==> src/swtl_pkg.sv <==
// shared types, constants and word canonicalisation for the sorted word table
package swtl_pkg;

    localparam int TABLE_DEPTH_DEF = 4096;
    localparam int WORD_BYTES_DEF  = 16;
    localparam int FUNC_W          = 2;
    localparam int HALF_W          = 64;
    localparam int WORD_W          = 2 * HALF_W;
    localparam int NUM_BYTES       = WORD_W / 8;
    localparam int ENTRIES_W       = 13;
    localparam int NBYTES_W        = 5;

    typedef enum logic [FUNC_W-1:0] {
        FN_CLEAR  = 2'd0,
        FN_ADD    = 2'd1,
        FN_LOOKUP = 2'd2
    } t_func;

    typedef enum logic [1:0] {
        STAT_OK    = 2'd0,
        STAT_SHORT = 2'd1,
        STAT_FULL  = 2'd2
    } t_status;

    typedef enum logic [1:0] {
        S_IDLE,
        S_PROBE,
        S_CMP,
        S_DONE
    } t_state;

    typedef struct packed {
        logic                 found;
        t_status              status;
        logic [ENTRIES_W-1:0] entries;
    } t_result;

    // cut at the first zero byte and at nbytes-1 characters, optional lower-casing
    function automatic logic [WORD_W-1:0] canon(input logic [WORD_W-1:0] w,
                                                input logic lower,
                                                input logic [NBYTES_W-1:0] nbytes);
        logic [NUM_BYTES-1:0] nz;
        logic [NUM_BYTES-1:0] m;
        logic [7:0]           b;
        logic [WORD_W-1:0]    r;
        for (int i = 0; i < NUM_BYTES; i++) begin
            nz[i] = (w[WORD_W-1-8*i -: 8] != 8'd0);
        end
        r = '0;
        for (int i = 0; i < NUM_BYTES; i++) begin
            m = (NUM_BYTES'(1) << (i + 1)) - NUM_BYTES'(1);
            b = w[WORD_W-1-8*i -: 8];
            if (lower && b >= 8'h41 && b <= 8'h5a) begin
                b = b | 8'h20;
            end
            if (((nz & m) == m) && (NBYTES_W'(i) < nbytes - NBYTES_W'(1))) begin
                r[WORD_W-1-8*i -: 8] = b;
            end
        end
        return r;
    endfunction

endpackage

==> src/swtl_if.sv <==
// valid/ready channel interfaces for item and result beats
interface swtl_in_if;
    logic                        valid;
    logic                        ready;
    logic [swtl_pkg::FUNC_W-1:0] func;
    logic [swtl_pkg::HALF_W-1:0] word_high;
    logic [swtl_pkg::HALF_W-1:0] word_low;

    modport source (output valid, func, word_high, word_low, input ready);
    modport sink   (input valid, func, word_high, word_low, output ready);
endinterface


==> src/swtl_ctrl.sv <==
// item sequencer: clear, append and binary search over the word ram
module swtl_ctrl #(
    parameter int TABLE_DEPTH = swtl_pkg::TABLE_DEPTH_DEF,
    parameter int WORD_BYTES  = swtl_pkg::WORD_BYTES_DEF
) (
    input  logic                           i_clk,
    input  logic                           i_rst_n,
    swtl_in_if.sink                        i_in,
    output swtl_pkg::t_result              o_res,
    output logic                           o_res_valid,
    input  logic                           i_res_ready,
    output logic                           o_ram_we,
    output logic [$clog2(TABLE_DEPTH)-1:0] o_ram_waddr,
    output logic [swtl_pkg::WORD_W-1:0]    o_ram_wdata,
    output logic                           o_ram_re,
    output logic [$clog2(TABLE_DEPTH)-1:0] o_ram_raddr,
    input  logic [swtl_pkg::WORD_W-1:0]    i_ram_rdata
);

    localparam int AW = $clog2(TABLE_DEPTH);
    localparam int CW = $clog2(TABLE_DEPTH + 1);

    swtl_pkg::t_state            r_state, n_state;
    logic [CW-1:0]               r_count, n_count;
    logic [CW-1:0]               r_lo, r_hi;
    logic [AW-1:0]               r_mid;
    logic [swtl_pkg::WORD_W-1:0] r_key;
    swtl_pkg::t_result           r_res;

    logic                        w_accept;
    logic                        w_short;
    logic                        w_full;
    logic                        w_add_ok;
    logic [swtl_pkg::WORD_W-1:0] w_word;
    logic [CW-1:0]               w_mid;
    logic                        w_range;
    swtl_pkg::t_status           w_status;

    assign w_accept = i_in.valid && i_in.ready;
    assign w_word   = {i_in.word_high, i_in.word_low};
    assign w_short  = (w_word[swtl_pkg::WORD_W-1 -: 8] == 8'd0) ||
                      (w_word[swtl_pkg::WORD_W-9 -: 8] == 8'd0);
    assign w_full   = (r_count >= CW'(TABLE_DEPTH));
    assign w_add_ok = (i_in.func == swtl_pkg::FN_ADD) && !w_short && !w_full;
    assign w_mid    = r_lo + ((r_hi - r_lo) >> 1);
    assign w_range  = (r_lo < r_hi);

    always_comb begin
        w_status = swtl_pkg::STAT_OK;
        if (i_in.func == swtl_pkg::FN_ADD) begin
            if (w_short) begin
                w_status = swtl_pkg::STAT_SHORT;
            end else if (w_full) begin
                w_status = swtl_pkg::STAT_FULL;
            end
        end
    end

    always_comb begin
        n_count = r_count;
        if (w_accept) begin
            case (i_in.func)
                swtl_pkg::FN_CLEAR: n_count = '0;
                swtl_pkg::FN_ADD: begin
                    if (w_add_ok) begin
                        n_count = r_count + CW'(1);
                    end
                end
                default: n_count = r_count;
            endcase
        end
    end

    // next state
    always_comb begin
        n_state = r_state;
        case (r_state)
            swtl_pkg::S_IDLE: begin
                if (w_accept) begin
                    n_state = (i_in.func == swtl_pkg::FN_LOOKUP) ? swtl_pkg::S_PROBE
                                                                : swtl_pkg::S_DONE;
                end
            end
            swtl_pkg::S_PROBE: n_state = w_range ? swtl_pkg::S_CMP : swtl_pkg::S_DONE;
            swtl_pkg::S_CMP: begin
                n_state = (r_key == i_ram_rdata) ? swtl_pkg::S_DONE : swtl_pkg::S_PROBE;
            end
            swtl_pkg::S_DONE: begin
                if (i_res_ready) begin
                    n_state = swtl_pkg::S_IDLE;
                end
            end
            default: n_state = swtl_pkg::S_IDLE;
        endcase
    end

    // outputs
    always_comb begin
        i_in.ready  = (r_state == swtl_pkg::S_IDLE);
        o_res_valid = (r_state == swtl_pkg::S_DONE);
        o_res       = r_res;
        o_ram_we    = w_accept && w_add_ok;
        o_ram_waddr = r_count[AW-1:0];
        o_ram_wdata = swtl_pkg::canon(w_word, 1'b1, swtl_pkg::NBYTES_W'(WORD_BYTES));
        o_ram_re    = (r_state == swtl_pkg::S_PROBE) && w_range;
        o_ram_raddr = w_mid[AW-1:0];
    end

    always_ff @(posedge i_clk) begin
        if (!i_rst_n) begin
            r_state <= swtl_pkg::S_IDLE;
            r_count <= '0;
        end else begin
            r_state <= n_state;
            r_count <= n_count;
        end
    end

    always_ff @(posedge i_clk) begin
        if (w_accept) begin
            r_key         <= swtl_pkg::canon(w_word, 1'b0,
                                             swtl_pkg::NBYTES_W'(WORD_BYTES));
            r_lo          <= '0;
            r_hi          <= r_count;
            r_res.found   <= 1'b0;
            r_res.status  <= w_status;
            r_res.entries <= swtl_pkg::ENTRIES_W'(n_count);
        end
        if (r_state == swtl_pkg::S_PROBE) begin
            r_mid <= w_mid[AW-1:0];
        end
        if (r_state == swtl_pkg::S_CMP) begin
            if (r_key == i_ram_rdata) begin
                r_res.found <= 1'b1;
            end else if (r_key < i_ram_rdata) begin
                r_hi <= CW'(r_mid);
            end else begin
                r_lo <= CW'(r_mid) + CW'(1);
            end
        end
    end

endmodule

==> src/flat_wrapper.sv <==
// flat-port wrapper written by rule: the top's interface ports become plain ports
module swtl_ctrl_flat 
#(
    parameter int TABLE_DEPTH = swtl_pkg::TABLE_DEPTH_DEF,
    parameter int WORD_BYTES  = swtl_pkg::WORD_BYTES_DEF
)
  (i_clk, i_rst_n, o_res, o_res_valid, i_res_ready, o_ram_we, o_ram_waddr, o_ram_wdata, o_ram_re, o_ram_raddr, i_ram_rdata, i_in_valid, i_in_func, i_in_word_high, i_in_word_low, i_in_ready);
  swtl_in_if i_in_i ();
  input  logic i_clk;
  input  logic i_rst_n;
  output swtl_pkg::t_result o_res;
  output logic o_res_valid;
  input  logic i_res_ready;
  output logic o_ram_we;
  output logic [$clog2(TABLE_DEPTH)-1:0] o_ram_waddr;
  output logic [swtl_pkg::WORD_W-1:0] o_ram_wdata;
  output logic o_ram_re;
  output logic [$clog2(TABLE_DEPTH)-1:0] o_ram_raddr;
  input  logic [swtl_pkg::WORD_W-1:0] i_ram_rdata;
  input wire logic [$bits(i_in_i.valid)-1:0] i_in_valid;
  input wire logic [$bits(i_in_i.func)-1:0] i_in_func;
  input wire logic [$bits(i_in_i.word_high)-1:0] i_in_word_high;
  input wire logic [$bits(i_in_i.word_low)-1:0] i_in_word_low;
  output wire logic [$bits(i_in_i.ready)-1:0] i_in_ready;
  assign i_in_i.valid = i_in_valid;
  assign i_in_i.func = i_in_func;
  assign i_in_i.word_high = i_in_word_high;
  assign i_in_i.word_low = i_in_word_low;
  assign i_in_ready = i_in_i.ready;
  swtl_ctrl #(.TABLE_DEPTH(TABLE_DEPTH), .WORD_BYTES(WORD_BYTES)) u_core (.i_clk(i_clk), .i_rst_n(i_rst_n), .i_in(i_in_i), .o_res(o_res), .o_res_valid(o_res_valid), .i_res_ready(i_res_ready), .o_ram_we(o_ram_we), .o_ram_waddr(o_ram_waddr), .o_ram_wdata(o_ram_wdata), .o_ram_re(o_ram_re), .o_ram_raddr(o_ram_raddr), .i_ram_rdata(i_ram_rdata));
endmodule
==> config.mk <==
export PLATFORM = sky130hd
export DESIGN_NAME = swtl_ctrl_flat
export DESIGN_NICKNAME = d
export VERILOG_FILES = /design/src/swtl_pkg.sv /design/src/swtl_if.sv /design/src/swtl_ctrl.sv /design/src/flat_wrapper.sv
export SDC_FILE = /design/constraint.sdc
export NUM_CORES = 1
export LEC_CHECK = 0
export ABC_AREA = 0
export ABC_CLOCK_PERIOD_IN_PS = 11100
export BUFFER_PORTS_ARGS = -buffer_cell sky130_fd_sc_hd__buf_2
export CAP_MARGIN = 10
export CORE_MARGIN = 1.5
export CORE_UTILIZATION = 28
export DETAILED_ROUTE_END_ITERATION = 7
export PLACE_DENSITY = 0.59
export SYNTH_ARGS = -nofsm -noshare
export SYNTH_HDL_FRONTEND = slang
export SYNTH_SLANG_ARGS = --single-unit
==> constraint.sdc <==
create_clock -name i_clk -period 11.1 [get_ports i_clk]
set_clock_uncertainty 0.05 [all_clocks]
set_input_delay 1.11 -clock i_clk [delete_from_list [all_inputs] [get_ports i_clk]]
set_output_delay 1.11 -clock i_clk [all_outputs]
set_load 0.03 [all_outputs]
== Yosys cells after proc, flatten, opt, wreduce, memory -nomap -nowiden ==
Index checks and enable logic that the tools add are counted.
Operators by class
  $add $sub $neg: 4
  magnitude comparators: 33
  equal/unequal tests: 22
  muxes and demuxes: 53
  bitwise logic cells: 1
  reduce and logical (&&, ||, !) cells: 44
Operators by type and width (number)
  two-way mux 13 bit: 10
  equality test 128 bit: 1
  less-than comparator 128 bit: 1
  greater-or-equal comparator 8 x 7 -> 1 bit, second input constant: 15
  less-or-equal comparator 8 x 7 -> 1 bit, second input constant: 15
  two-way mux 8 bit: 15
  nonzero test 8 bit: 15
  two-way mux 6 bit: 15
  one-hot mux 13 bit (2 select lines): 1
  logical AND 1 bit: 20
  logical NOT 8 bit: 2
  two-way mux 16 bit: 1
  equality test 15 bit, second input constant: 1
  equality test 14 bit, second input constant: 1
  two-way mux 2 bit: 7
  adder 12 x 1 -> 13 bit, second input constant: 1
  adder 13 x 1 -> 13 bit, second input constant: 1
  equality test 13 bit, second input constant: 1
  greater-or-equal comparator 13 bit, second input constant: 1
  less-than comparator 13 bit: 1
  subtractor 13 bit: 1
  adder 12 bit: 1
  equality test 12 bit, second input constant: 1
  equality test 11 bit, second input constant: 1
  other kinds (20): 28
Storage, ports and cells
  register bits: 189

== Logic depth before layout (Yosys ltp) ==
Gate-level depths: netlist of the first run.
  depth in word-level cells: 11
  depth in mapped cells: 16
  depth with buffers taken out: 16

== Least setup slack after synthesis of the first run ==
Ideal clock, no wire load.
  path type: in2reg
  start: in i_in_valid
  end: reg u_core.r_hi[0]
  arrival: 5.844 ns
  data required time: 10.928 ns
  path slack: 5.084 ns
  stages on the path: 5
  path buffers: 1
  cell sequence: nand2_1 -> inv_1 -> clkbuf_1 -> o21ai_0 -> mux2_2
On the way
  cells in the longest elaborated chain, start to end: 5
RTL lines
  start, declared: line flat_wrapper.sv:20  | input wire logic [$bits(i_in_i.valid)-1:0] i_in_valid;
  logical AND 1 bit *: line swtl_ctrl.sv:39  | assign w_accept = i_in.valid && i_in.ready;
  net u_core.w_accept: line swtl_ctrl.sv:30  | logic w_accept;
  two-way mux 13 bit *: line swtl_ctrl.sv:120  | if (w_accept) begin
  two-way mux 13 bit: line swtl_ctrl.sv:135  | end else if (r_key < i_ram_rdata) begin
  two-way mux 13 bit: line swtl_ctrl.sv:133  | if (r_key == i_ram_rdata) begin
  two-way mux 13 bit *: line swtl_ctrl.sv:132  | if (r_state == swtl_pkg::S_CMP) begin
  end signal, assigned: line swtl_ctrl.sv:124  | r_hi <= r_count;
  end signal, assigned: line swtl_ctrl.sv:136  | r_hi <= CW'(r_mid);
  end, declared: line swtl_ctrl.sv:25  | logic [CW-1:0] r_lo, r_hi;
Mark *: on every way through the listed nets, which the timed path passes. The rest lies on a longest branch.
A chain may end at the register's enable or synchronous reset.

== Final worst setup path of the first run ==
  start: reg u_core.r_lo[1]
  end: out o_ram_raddr[11]
On the way
  cells in the longest elaborated chain, start to end: 2
RTL lines
  start, declared: line swtl_ctrl.sv:25
  start signal, assigned: line swtl_ctrl.sv:138  | r_lo <= CW'(r_mid) + CW'(1);
  subtractor 13 bit: line swtl_ctrl.sv:45  | assign w_mid = r_lo + ((r_hi - r_lo) >> 1);
  adder 12 bit *: line swtl_ctrl.sv:45
  end, declared: line flat_wrapper.sv:18  | output logic [$clog2(TABLE_DEPTH)-1:0] o_ram_raddr;
Mark *: on every way between the ends. The rest lies on a longest branch, timed or not.

==> results.cfg, run 1 <==
[outcome]
status = finished, final reports clean

[drt]
antenna_left = 0
wl_per_cell_um = 16.0
drtIter0Drc = 633
routed_via_density = 4.66
vias = 11100
dr.pass1.iters = 5
drc = 0
finalWirelength_mm = 38.2

[worst_setup_path]
end_kind = output port
regToRegSetupSlack_ps = 7250
r2r_cells = 15
critical_path_arrival_ps = 4300
worstSetupStartpointType = flip-flop
cp_max_fo = 4
required_ps = 9940
crit_type = flip-flop to output port
regToRegEndpoint = u_core.r_mid[11]$_DFFE_PP_
timing.rr.start = u_core.r_lo[1]$_DFF_P_

[cts]
clockBufferDepth = 2
htreeDepth = 4
cts_made_buffers = 17
clock_latency_ps = 460
cts_setup_buffers = 0
clock-sinks = 189
cts.repair.resized = 0
ctsHoldBuffers = 0
cts_tree = built
root_buffer = clkbuf_16
clkTransAtPathRegs_ps = 80

[placement]
port_buffers = 417
routabilityCongestion = 0.883
hpwlAfterDp_mm = 31.2

[cells_and_area]
area.sequential_um2 = 5260
fillers = 4778
final_util = 0.351
multi_input_comb_area_um2 = 6920
final_nets = 2181
drive_above_1_share = 0.289
area_delta_synth_final_pct = 24.3

[global_routing]
grtUsageTotal = 0.156
antenna_found_initial = 11
grt_max_degree = 85
grt_pass1_wl_mm = 57.4
grt_pass1_vias = 10700
grt_overflow = 0

[sta]
period_needed_ps = 5460
tightest_slew_ps = 943
setup_viol = 0
maxSlewHeadroom = 0.372
rsz0062_at_grt = no
post-route-period-util = 0.492
report.final.slew_viol_count = 0
timing.fmax_ghz = 0.183
tns_ps = 0
finalHoldViolCount = 0

[yosys]
syn_inst = 1382
synth_top_area_frac = 0.337
synthTopCellsByArea = edfxtp_1, ha_1, and2_1
synth_ff_type = edfxtp_1
syn_area_um2 = 13100
synthTopCellsByCount = and2_1, inv_1, ha_1, edfxtp_1, nand2_1
synth_most_common_cell = and2_1
synth_top_cell_by_area = edfxtp_1
ys_warn_count = 0
muxShareOfSynthArea = 0.0211
ys_types = 66
yosys.area_share.adder = 0.145
syn_area_per_cell_um2 = 9.47
synth-compound-area-share = 0.104
synthArstFlopShare = 0
yosysSeqAreaShare = 0.401
synth_top_family_by_area = simple AND/OR/NAND/NOR gates
synth-simple-area-share = 0.233
synth_edf_count = 147
ys_ff_latch = 189
synth_xor_area_frac = 0.0227

[pwr]
p_sw_frac = 0.450
ir_worst_vdd_mv = 0.379
p_switching_w = 0.00172
clkPwrFrac = 0.161
internal-power_w = 0.00210
power_density_nw_per_um2 = 234
combPwrFrac = 0.550
power_frac_seq = 0.290
leakage_nw = 7.59

[hold_path]
min_to = u_core.r_lo[12]$_DFF_P_
min_from = u_core.r_lo[12]$_DFF_P_
hold_depth = 2
hold_path.class = flip-flop to flip-flop

[floorplan]
rows = 79
ioPinCount = 434
fp.dieW_um = 219
coreArea_um2 = 46400
initial_core_util = 0.282
die_height_um = 219
die-area_um2 = 48100

[job]
drv_cap = 0
-- through the flow --
stage	setup WS, ps	hold slack [ps]	total power (W)	instances	area [um2]
floorplan	5080	388	0.00267	1389	13100
global placement	5690	398	0.00319	2357	15700
detailed placement	5620	410	0.00323	2357	15700
CTS	5580	421	0.00386	2389	16300
global route	5170	450	0.00412	2394	16300
finish	5640	421	0.00381	2395	16300
-- power groups by stage --
stage / Combinational, W / Sequential, W / Clock [W]
after floorplan: 0.00154 / 0.00113 / 0
after global placement: 0.00208 / 0.00112 / 0
after detailed placement: 0.00211 / 0.00112 / 0
after CTS: 0.00212 / 0.00111 / 0.000634
after global routing: 0.00233 / 0.00112 / 0.000658
final: 0.00210 / 0.00110 / 0.000613
-- critical path: stages (launching register included) --
cell and delay [ps]:
dfxtp_1 440, inv_1 100, ha_1 310, nand2b_1 70, a21oi_1 210, o31a_1 160, o21ai_0 90, a21boi_0 500
o21ai_0 200, a21oi_1 170, a31oi_1 80, ha_1 360, nand2_1 50, o21ai_0 410, a31oi_1 180, xnor2_1 240
buf_2 240
-- state kept, by name, indices dropped and copies added (netlist names) --
name and flops:
u_core.r_hi 13, u_core.r_key 120, u_core.r_count 13, u_core.r_state 2, u_core.r_lo 13, u_core.o_res 16, u_core.r_mid 12
-- cells in the final DEF, fill, tap and decap left out, types with 21 or more instances in the layout --
cell      instances
a21oi_1          82
and2_1          154
and3_1           34
buf_2           417
dfxtp_1          42
edfxtp_1        147
ha_1            148
inv_1           151
nand2_1         118
nand3_1          22
nand4_1          27
nor2_1           73
nor3_1           21
o21ai_0          36
xnor2_1          24
-- final cells by class --
| type | count | area share |
|---|---|---|
| Antenna cell | 6 | 0.000923 |
| Clock buffer | 21 | 0.0290 |
| Clock inverter | 11 | 0.00684 |
| Inverter | 152 | 0.0354 |
| Multi-Input combinational cell | 982 | 0.425 |
| Sequential cell | 189 | 0.323 |
| Tap cell | 607 | 0.0467 |
| Timing Repair Buffer | 427 | 0.133 |
-- cell families (layout without fill, tap and decap cells) --
kind of cell / after synthesis / count (layout)
mux: 26 / 26
flops: 189 / 189
simple gates: 553 / 553
other cells: 1 / 14
compound gates: 211 / 211
buf+inv: 218 / 611
fa+ha+maj: 150 / 150
xor+xnor: 34 / 34
-- worst max-delay path by stage --
stage	start	to	slack, ps
detailed placement	i_in_word_high[60]	o_ram_wdata[59]	5620
global route	u_core.r_lo[1]$_DFF_P_	o_ram_raddr[11]	5170
floorplan	i_in_valid	u_core.r_hi[0]$_DFF_P_	5080
CTS	u_core.r_lo[1]$_DFF_P_	o_ram_raddr[11]	5580
global placement	i_in_word_high[60]	o_ram_wdata[59]	5690
finish	u_core.r_lo[1]$_DFF_P_	o_ram_raddr[11]	5640
-- metal layers --
metal  share of wire  vias up  global-route usage
met5         0.00026        -                   0
met3           0.043       34              0.0287
li1                -     5588                   -
met2            0.49      264               0.265
met4           0.014        2              0.0454
met1            0.45     5261               0.200
Power figures use the tool's default switching activity.
==> run 2, diff against run 1 <==
--- a/config.mk
+++ b/config.mk
@@ -6,13 +6,13 @@
 export NUM_CORES = 1
 export LEC_CHECK = 0
 export ABC_AREA = 0
-export ABC_CLOCK_PERIOD_IN_PS = 11100
+export ABC_CLOCK_PERIOD_IN_PS = 4430
 export BUFFER_PORTS_ARGS = -buffer_cell sky130_fd_sc_hd__buf_2
 export CAP_MARGIN = 10
 export CORE_MARGIN = 1.5
 export CORE_UTILIZATION = 28
 export DETAILED_ROUTE_END_ITERATION = 7
-export PLACE_DENSITY = 0.59
+export PLACE_DENSITY = 0.61
 export SYNTH_ARGS = -nofsm -noshare
 export SYNTH_HDL_FRONTEND = slang
 export SYNTH_SLANG_ARGS = --single-unit
==> constraint.sdc (replaced) <==
create_clock -name i_clk -period 4.43 [get_ports i_clk]
set_clock_uncertainty 0.05 [all_clocks]
set_input_delay 0.443 -clock i_clk [delete_from_list [all_inputs] [get_ports i_clk]]
set_output_delay 0.443 -clock i_clk [all_outputs]
set_load 0.03 [all_outputs]
==> run 2 against run 1 <==
Effect of this change:
- clock power up 140%
- sequential share of layout area down 0.29 points
- sequential power rose to 2.5 times the previous value
- clock-buffer cell count down 2
- critical path depth unchanged
- final area up 0.98%
- critical path type unchanged
- highest routed layer unchanged
==> results.cfg, run 2 (synthesis gave the netlist of run 1 again) <==
[outcome]
status = finished, final reports clean

[global_routing]
antenna_found_initial = 6
grtUsageTotal = 0.156
grt_pass1_wl_mm = 57.3
grt_pass1_vias = 10700
grt_max_degree = 63
grt_overflow = 0

[job]
drv_cap = 0

[placement]
routabilityCongestion = 0.852
port_buffers = 417
dp_cells = 2363
hpwlAfterDp_mm = 31.7

[worst_setup_path]
worstSetupStartpointType = flip-flop
cp_max_fo = 3
crit_type = flip-flop to output port
regToRegSetupSlack_ps = 700
end_kind = output port
critical_path_arrival_ps = 3720
required_ps = 3940

[cts]
clock-sinks = 189
clockBufferDepth = 2
root_buffer = clkbuf_16
clkTransAtPathRegs_ps = 70
htreeDepth = 4
ctsHoldBuffers = 0
clock_latency_ps = 460
cts_tree = built
cts_made_buffers = 17

[cells_and_area]
largest_reg_flops = 120
stdcell_count = 2406
largest_register = u_core.r_key
multi_input_comb_area_um2 = 6990
area_delta_synth_final_pct = 25.5
layout_common_cells = buf_2, and2_1, inv_1, ha_1, edfxtp_1
final_nets = 2193
drive_above_1_share = 0.304
area.sequential_um2 = 5260
final_util = 0.354
fillers = 4759
final_common_cell = buf_2

[hold_path]
hold_path.class = input pin to flip-flop

[drt]
antenna_left = 0
finalWirelength_mm = 38.7
vias = 11200
dr.pass1.iters = 6
wl_per_cell_um = 16.1
drtIter0Drc = 552
routed_via_density = 4.66
drc = 0

[sta]
period_needed_ps = 4210
maxSlewHeadroom = 0.345
tightest_slew_ps = 982
report.final.slew_viol_count = 0
timing.fmax_ghz = 0.237
fin_hold_ws_ps = 158
tns_ps = 0
post-route-period-util = 0.951
finalHoldViolCount = 0
setup_viol = 0

[floorplan]
rows = 79
fp.dieW_um = 219
die_height_um = 219
die-area_um2 = 48100
initial_core_util = 0.282
ioPinCount = 434
coreArea_um2 = 46400

[pwr]
ir_worst_vdd_mv = 0.877
leakage_nw = 7.67
power_density_nw_per_um2 = 615
## run 2: cell types whose count changed in the layout (fill, tap and decap cells not counted), sizes merged
cell and change:
clkinvlp +1, inv +5, buf +12, diode -1, clkbuf -2, clkinv -4
## run 2: report_power, final
part / internal [W] / switching (W)
Sequential: 0.00254 / 0.000241
Clock: 0.000777 / 0.000721
Combinational: 0.00227 / 0.00356
## run 2: path summary, 6_finish.rpt
kind | startpoint | end | cells after the start
max | u_core.r_hi[0]$_DFF_P_ | o_ram_raddr[11] | 16
min reg2reg | u_core.r_hi[12]$_DFF_P_ | u_core.r_hi[12]$_DFF_P_ | 2
max reg2reg | u_core.r_key[125]$_SDFFCE_PP0P_ | u_core.r_lo[2]$_DFF_P_ | 11
min | i_in_word_high[59] | u_core.r_key[123]$_SDFFCE_PP0P_ | 1
## run 2: metal layers
layer  up-vias  wire (um)  part of all wire  global-route usage
li1       5617          -                 -                   -
met1      5286      17600              0.45               0.197
met2       263      18900              0.49               0.271
met3        38       1530             0.039              0.0292
met4         4        671             0.017              0.0445
met5         -         23           0.00059                   0
## run 2: repair_timing
item,4_1_cts,5_1_grt
setup buffers,0,6
setup endpoints to repair,2,3
pin swaps,0,8
gates resized for setup,3,25
## run 2: final cells by class
class,count,area share
Antenna cell,5,0.000762
Clock buffer,19,0.0263
Clock inverter,13,0.00685
Inverter,152,0.0350
Multi-Input combinational cell,982,0.426
Sequential cell,189,0.320
Tap cell,607,0.0462
Timing Repair Buffer,439,0.139
## run 2: critical path, cell delays in order (launching register included)
cell and delay (ps):
dfxtp_1 300, inv_1 70, ha_1 180, fa_2 240, nor2b_1 50, o21a_1 190
o21a_1 220, o31a_1 320, o21a_1 220, buf_4 130, o21ai_0 190, nand3_1 90
o311ai_0 120, ha_1 350, a31oi_1 210, xnor2_1 180, buf_4 200
## run 2: metrics by stage
stage	instance area [um2]	setup WS, ps	power, W
finish	16400	219	0.0101
global route	16400	-44.1	0.0108
CTS	16300	6.73	0.00972
detailed placement	15700	404	0.00815
global placement	15700	437	0.00804
floorplan	13100	735	0.00666
